[src/rtac_pkg.sv]
// Shared constants, types and lookup functions of the RGBA-to-ASCII cell downsampler.
`default_nettype none
package rtac_pkg;
	localparam int MAX_WIDTH  = 4096;
	localparam int MAX_HEIGHT = 4096;
	localparam int MAX_COLS   = 512;
	localparam int MAX_ROWS   = 256;
	localparam int COL_AW     = $clog2(MAX_COLS);
	localparam int ACC_W      = 23;   // holds (pos+1)*cells and (cell+1)*size
	localparam int SUM_W      = 32;
	localparam int CNT_W      = 25;
	localparam int MEM_W      = SUM_W + CNT_W;

	// configuration register indexes
	localparam logic [2:0] CFG_IMAGE_WIDTH  = 3'd0;
	localparam logic [2:0] CFG_IMAGE_HEIGHT = 3'd1;
	localparam logic [2:0] CFG_CELL_COLUMNS = 3'd2;
	localparam logic [2:0] CFG_CELL_ROWS    = 3'd3;

	// x/10000 = (x * RECIP_LUMA) >> RECIP_SH, exact for any weighted sum up to 2550000
	localparam logic [20:0] RECIP_LUMA = 21'd1717987;
	localparam int          RECIP_SH   = 34;

	typedef struct packed {
		logic clr_en;
		logic init_pos;
		logic load_pixel;
		logic wsum_en;
		logic luma_en;    // weighted sum / 10000
		logic scale_en;   // luma * alpha
		logic div_en;     // product / 255
		logic upd_en;
		logic lvl_load;
		logic lvl_step;
		logic out_load;
	} cmd_t;

	typedef struct packed {
		logic settings_ok;
		logic emit;
		logic clr_last;
		logic out_free;
	} sts_t;

	// smallest average that reaches ramp level k: ceil(255*k/9)
	function automatic logic [7:0] lvl_thresh(input logic [3:0] k);
		logic [7:0] t;
		case (k)
			4'd1: t = 8'd29;
			4'd2: t = 8'd57;
			4'd3: t = 8'd85;
			4'd4: t = 8'd114;
			4'd5: t = 8'd142;
			4'd6: t = 8'd170;
			4'd7: t = 8'd199;
			4'd8: t = 8'd227;
			4'd9: t = 8'd255;
			default: t = 8'd0;
		endcase
		return t;
	endfunction

	// " .:-=+*#%@"
	function automatic logic [6:0] ramp_code(input logic [3:0] lvl);
		logic [6:0] c;
		case (lvl)
			4'd0: c = 7'd32;
			4'd1: c = 7'd46;
			4'd2: c = 7'd58;
			4'd3: c = 7'd45;
			4'd4: c = 7'd61;
			4'd5: c = 7'd43;
			4'd6: c = 7'd42;
			4'd7: c = 7'd35;
			4'd8: c = 7'd37;
			default: c = 7'd64;
		endcase
		return c;
	endfunction
endpackage
`default_nettype wire

[src/rtac_ctrl.sv]
// Controller state machine of the cell downsampler.
`default_nettype none
module rtac_ctrl
	import rtac_pkg::*;
(
	input  wire logic clk,
	input  wire logic arst_n,
	input  wire logic cfg_hit,
	input  wire logic pix_valid,
	output logic      pix_ready,
	input  wire sts_t sts,
	output cmd_t      cmd
);
	localparam logic [3:0] ST_CLEAR = 4'd0;
	localparam logic [3:0] ST_IDLE  = 4'd1;
	localparam logic [3:0] ST_WSUM  = 4'd2;
	localparam logic [3:0] ST_DIVL  = 4'd3;
	localparam logic [3:0] ST_MUL   = 4'd5;
	localparam logic [3:0] ST_DIV2  = 4'd6;
	localparam logic [3:0] ST_UPD   = 4'd7;
	localparam logic [3:0] ST_LVLL  = 4'd8;
	localparam logic [3:0] ST_LVL   = 4'd9;
	localparam logic [3:0] ST_OUT   = 4'd10;

	logic [3:0] state_q, state_d;
	logic [3:0] cnt_q;
	logic       stepping;

	assign pix_ready = (state_q == ST_IDLE);
	assign stepping  = (state_q == ST_LVL);

	always_comb begin
		state_d = state_q;
		cmd     = '0;
		unique case (state_q)
			ST_CLEAR: begin
				cmd.clr_en   = 1'b1;
				cmd.init_pos = 1'b1;
				if (sts.clr_last) state_d = ST_IDLE;
			end
			ST_IDLE: begin
				cmd.load_pixel = pix_valid;
				if (pix_valid && sts.settings_ok) state_d = ST_WSUM;
			end
			ST_WSUM: begin
				cmd.wsum_en = 1'b1;
				state_d     = ST_DIVL;
			end
			ST_DIVL: begin
				cmd.luma_en = 1'b1;
				state_d     = ST_MUL;
			end
			ST_MUL: begin
				cmd.scale_en = 1'b1;
				state_d      = ST_DIV2;
			end
			ST_DIV2: begin
				cmd.div_en = 1'b1;
				state_d    = ST_UPD;
			end
			ST_UPD: begin
				cmd.upd_en = 1'b1;
				state_d    = sts.emit ? ST_LVLL : ST_IDLE;
			end
			ST_LVLL: begin
				cmd.lvl_load = 1'b1;
				state_d      = ST_LVL;
			end
			ST_LVL: begin
				cmd.lvl_step = 1'b1;
				if (cnt_q == 4'd8) state_d = ST_OUT;
			end
			ST_OUT: begin
				if (sts.out_free) begin
					cmd.out_load = 1'b1;
					state_d      = ST_IDLE;
				end
			end
			default: state_d = ST_CLEAR;
		endcase
		// a register write restarts the frame
		if (cfg_hit) begin
			state_d = ST_CLEAR;
			cmd     = '0;
		end
	end

	always_ff @(posedge clk or negedge arst_n) begin
		if (!arst_n) begin
			state_q <= ST_CLEAR;
			cnt_q   <= '0;
		end else begin
			state_q <= state_d;
			cnt_q   <= (stepping && state_d == state_q) ? cnt_q + 4'd1 : 4'd0;
		end
	end
endmodule
`default_nettype wire

[config.mk]
export PLATFORM = sky130hd
export DESIGN_NAME = rtac_ctrl
export DESIGN_NICKNAME = d
export VERILOG_FILES = /design/src/rtac_pkg.sv /design/src/rtac_ctrl.sv
export SDC_FILE = /design/constraint.sdc
export NUM_CORES = 1
export LEC_CHECK = 0
export ABC_AREA = 1
export BUFFER_PORTS_ARGS = -buffer_cell sky130_fd_sc_hd__buf_2
export CAP_MARGIN = 20
export CELL_PAD_IN_SITES_DETAIL_PLACEMENT = 1
export CELL_PAD_IN_SITES_GLOBAL_PLACEMENT = 2
export CORE_AREA = 2 2 51 53
export CTS_BUF_LIST = sky130_fd_sc_hd__clkbuf_4
export DETAILED_ROUTE_END_ITERATION = 10
export DIE_AREA = 0 0 53 55
export GPL_TIMING_DRIVEN = 1
export PLACE_DENSITY_LB_ADDON = 0.15
export REMOVE_ABC_BUFFERS = 1
export SYNTH_ARGS = -nofsm -noshare
export SYNTH_HDL_FRONTEND = slang
export SYNTH_SLANG_ARGS = --single-unit
[constraint.sdc]
create_clock -name clk -period 1.65 [get_ports clk]
set_input_delay 0.33 -clock clk [delete_from_list [all_inputs] [get_ports clk]]
set_output_delay 0.33 -clock clk [all_outputs]
set_load 0.02 [all_outputs]
[Word-level counts from Yosys, hierarchy flattened]
Cells that the tools add are included.
Operators by class
  reduce and logical (&&, ||, !) cells: 3
  muxes and demuxes: 20
  div/mod/pow operators: 0
  $mul: 0
  eq/ne operators: 11
  $lt $le $gt $ge: 0
  $add $sub $neg: 1
  bitwise logic cells: 0
  shift operators: 0
Operators by type and width (number)
  $pmux 4 s10: 1
  $mux 4: 7
  $eq 4x4->1 const B: 4
  $eq 4x3->1 const B: 3
  $mux 11: 1
  $mux 1: 10
  $eq 4x2->1 const B: 2
  $add 4x1->4 const B: 1
  $eq 4x1->1 const B: 1
  $eq 4x4->1: 1
  $logic_not 4->1: 1
  $logic_and 1x1->1: 2
  $mux 2: 1
Storage, ports and cells
  memory bits (read-only): 0
  input port bits: 8
  output and inout port bits: 12
  bits in registers: 8
  bits in latches: 0
  logic and storage cells: 37
  RAM bits: 0
  memories kept: 0

[Longest topological paths before layout]
  depth in word-level cells: 7
  mapped depth: 10
  mapped depth without buffers: 10

[Worst setup path before layout]
Ideal clock, no wire load.
  path type: input to output
  start point: input cfg_hit
  end point: output cmd[3] (netlist name)
  slack: 69 ps
  cell stages on the path: 2
  data required time: 1320 ps
  path buffers: 1
  arrival time: 1251 ps
  cell sequence: clkbuf_1 -> nor4_1
RTL lines
  start, declared: RTL line rtac_ctrl.sv:8  | input wire logic cfg_hit,
  end, declared: RTL line rtac_ctrl.sv:12  | output cmd_t cmd

==> results by stage <==
Global routing:
- The met1 routing resource usage after global routing is 0.143.
- The initial antenna violation count was 0.
- For this run, global-route usage on met2 was measured as 0.248.
- The global router's overall resource usage is 0.127.
- The wire length of the first global-routing pass is 2660 um.
- Summed over all layers, the global routing overflow is 0.
- The most crowded layer after global routing is met2.
- The met3 usage is 0.0108.
- The via count of the first global-routing pass was 599.
- The largest net degree at the start of global routing is 12.

Setup path:
- The slowest cell on the critical path is sky130_fd_sc_hd__dfrtp_2.
- The delay contributed by the slowest stage of the critical path is approximately 0.43 ns.
- The type of origin of the critical path is a flip-flop.
- The critical path goes through inv_2 -> nor2_4 -> nand3_2 -> nor2_2 -> buf_6.
- The worst setup path is of the reg2out kind.
- The element type at the critical path end is a primary output.
- Counting both buffers and inverters, the worst setup path holds a total of 2.
- The required time at the endpoint of the critical path is between 1 and 1.5 ns.
- The kind of cell with the highest combined delay along the critical path is simple AND/OR/NAND/NOR gates.
- STA puts the critical path data arrival time at 1.31 ns.
- The total stage count of the critical path is 5.
- For the worst flop-to-flop path, the logic depth is 10.
- The maximum fanout encountered on the critical timing path is 5.

Timing:
- The max-slew violation count is 0.
- The relative slew slack is 0.803.
- Dividing the final minimum period by the clock period gives 0.995.
- The least setup slack across all paths after layout is between 0.007 and 0.008 ns.
- The final number of hold-violating endpoints is 0.
- Setup violations remaining at the end of the flow were counted as 0.
- The final setup TNS is 0 ns.
- Setup repair after global routing could not meet its margin everywhere.
- The minimum period implied by the final worst setup slack is ~1.6 ns.
- The actual slew at the worst max-slew pin is approximately 0.29 ns.
- The highest attainable clock frequency is a little over 600 MHz.
- The final clock skew is just under 0.006 ns.

Synthesis:
- Of the total synthesized cell area, the portion taken by AND, OR, NAND and NOR gates is 0.462.
- The cell area after synthesis is 593 sq um.
- Among all flip-flop cells after synthesis, the most frequent one is sky130_fd_sc_hd__dfrtp_1.
- Counting flops with an async set or reset pin after synthesis yields a share of 1.00.
- The number of flops mapped to enable cells by yosys is 0.
- The count of different cell masters after synthesis is 20.
- The number of standard cells after synthesis is 90.
- The average instance in the mapped netlist occupies 6.59 sq um.
- After synthesis, the largest family of logic cells by area is simple AND/OR/NAND/NOR gates.
- After synthesis the netlist holds a flip-flop and latch count of 8.
- The share of synthesized area occupied by flip-flops and latches is 0.338.
- Of the total synthesized cell area, the portion taken by full adders, half adders and majority gates is 0.0422.
- Yosys printed 0 warnings.
- The post-synthesis xor/xnor area fraction is 0.0295.
- After synthesis, the share of cell area in mux cells is 0.
- The fraction of the mapped netlist area in compound gates is 0.00844.

Layout:
- For this run, the post-layout net count is ~130.
- The cell area after layout is around 900 sq um.
- 0 antenna diodes ended up in the layout.
- The proportion of layout cells with a drive suffix above 1 is 0.487.
- The non-filler instance count after layout is 147.
- Fill cells in the final layout number approximately 310.
- The post-synthesis to final-layout area growth is 51.7%.

Min path:
- The path type of the worst min-delay path is in2reg.
- Counting instances, the worst hold path has a depth of 5.

Drt:
- Dividing the detail-routed via count by the number of cells gives 4.41.
- After the first detailed-routing iteration, the DRC count stood at 6.
- The count of nets left with antenna violations once routing finished came out at 0.
- The final routed wire length divided by cell count is approximately 12 um.
- The number of iterations in the first detailed-routing pass is 3.
- For this run, design rule violations remaining after detail routing come to 0.
- The final wirelength is ~1700 um.
- Across all layers, the routed design uses roughly 650 vias.

Place:
- Timing analysis after detailed placement gives a worst setup slack of between 0.09 and 0.1 ns.
- The routability congestion estimate is 0.772.
- The placed wire-length estimate after detailed placement is around 1400 um.
- The number of buffers inserted by port buffering is 19.
- In this run, placement finished with an instance count of 137.
- After detailed placement, the total cell area comes to approximately 700 sq um.

Floorplanning:
- The effective utilization at floorplan is 0.251.
- The die area is about 2900 sq um.
- The total core area is between 2000 and 2500 sq um.
- From bottom edge to top edge, the die measures 55 um.
- During I/O placement, the number of pins put on the boundary was 20.
- The floorplan has 18 rows.
- From left edge to right edge, the die measures between 50 and 60 um.

Power and ir drop:
- The cell leakage power is 0.474 nW.
- The power per unit of standard cell area is 533 nW/um^2.
- IR analysis of the VDD net gives a maximum drop of between 0.0004 and 0.0005 V.

Run:
- Across the run, the number of max-cap violations was 0.

Clock network:
- The tree is rooted in a sky130_fd_sc_hd__clkbuf_4.
- The latest clock arrival within the worst-skew pair is ~0.26 ns.
- The clock net in this run drives a total of 8 sinks.
- The maximum level of the CTS H-tree is 1.
- The CTS tree is done.
- The number of clock buffers inserted by TritonCTS is 3.
- The maximum clock path buffer count is 2.
- The register clock-pin slew on the reported worst setup and hold paths is around 0.050 ns.

Status:
- The run finished with clean final reports.
==> report_power, final <==
part | internal [W] | switching (W) | total (W)
sequential | 0.000202 | 0.0000106 | 0.000212
clock | 0.0000832 | 0.0000662 | 0.000149
combinational | 0.0000453 | 0.0000727 | 0.000118
==> cell families after synthesis <==
family          count (synthesis)
compound gates                  1
xor+xnor                        2
fa+ha+maj                       2
buf+inv                        18
flops                           8
simple gates                   59
==> state kept, by name, summed over array words and instances, names as in the netlist <==
register	cells
cnt_q	4
state_q	4
==> metrics by stage <==
stage	hold WS, ns	util	total power, W
after CTS	0.388	0.331	0.000475
after detailed placement	0.184	0.302	0.000305
after global placement	0.181	0.302	0.000306
after floorplan	0.0344	-	0.000265
after global routing	0.448	0.380	0.000510
final	0.388	0.380	0.000480
==> path summary, 6_finish.rpt <==
path / from / endpoint / slack [ns]
worst min register to register: cnt_q[0] / cnt_q[0] / 0.49
worst max register to register: state_q[3] / cnt_q[3] / 0.19
min in group asynchronous: arst_n / cnt_q[2] / 0.45
worst max-delay path: state_q[3] / cmd[0] / 0.008
worst min-delay path: sts[2] / state_q[3] / 0.39
max in group asynchronous: arst_n / state_q[0] / 1.01
==> placed cells by master (no fill, tap or decap), types with 2 or more instances in the layout <==
cell type / count
sky130_fd_sc_hd__buf_2: 9
sky130_fd_sc_hd__buf_4: 12
sky130_fd_sc_hd__buf_6: 4
sky130_fd_sc_hd__clkbuf_4: 3
sky130_fd_sc_hd__dfrtp_1: 4
sky130_fd_sc_hd__dfrtp_2: 4
sky130_fd_sc_hd__ha_1: 2
sky130_fd_sc_hd__inv_1: 11
sky130_fd_sc_hd__inv_2: 5
sky130_fd_sc_hd__nand2_1: 12
sky130_fd_sc_hd__nand2_2: 6
sky130_fd_sc_hd__nand3_1: 8
sky130_fd_sc_hd__nand3_2: 3
sky130_fd_sc_hd__nand4_1: 2
sky130_fd_sc_hd__nor2_1: 13
sky130_fd_sc_hd__nor2_2: 5
sky130_fd_sc_hd__nor2_4: 5
sky130_fd_sc_hd__nor3_1: 2
==> cell type report <==
class                      instances  area [sq um]  area share
inverter                          16          60.1      0.0668
clock buffer                       3          22.5      0.0250
tap                               30          37.5      0.0417
timing repair buffer              26           190       0.211
multi-input combinational         64           384       0.427
sequential                         8           205       0.228
==> metal layers <==
layer / routed length [um] / part of all wire
met1: 702 / 0.40
met3: 54 / 0.031
met2: 956 / 0.55
met5: 0 / 0
met4: 23 / 0.013
==> repair_timing <==
action	CTS	global route
hold buffers	1	0
pin swaps	0	9
resized for setup	10	28
endpoints found under the hold margin	8	0
endpoints found under the setup margin	12	12
buffers inserted	1	5
==> synthesized netlist by cell type (2+ instances only) <==
cell type / count / share of area
sky130_fd_sc_hd__nand2_2: 2 / 0.021
sky130_fd_sc_hd__dfrtp_1: 8 / 0.34
sky130_fd_sc_hd__inv_2: 3 / 0.019
sky130_fd_sc_hd__nor2_2: 3 / 0.032
sky130_fd_sc_hd__nand2_1: 17 / 0.11
sky130_fd_sc_hd__ha_1: 2 / 0.042
sky130_fd_sc_hd__nor3_1: 2 / 0.017
sky130_fd_sc_hd__nor2_1: 19 / 0.12
sky130_fd_sc_hd__nand3_1: 10 / 0.084
sky130_fd_sc_hd__nand4_1: 2 / 0.021
sky130_fd_sc_hd__inv_1: 13 / 0.082
==> tightest hold or removal path: cells and delay by family <==
kind | cells | cell delay [ns]
and+or+nand+nor | 3 | 0.15
buffers and inverters | 2 | 0.12
(Power assumes the default switching activity.)
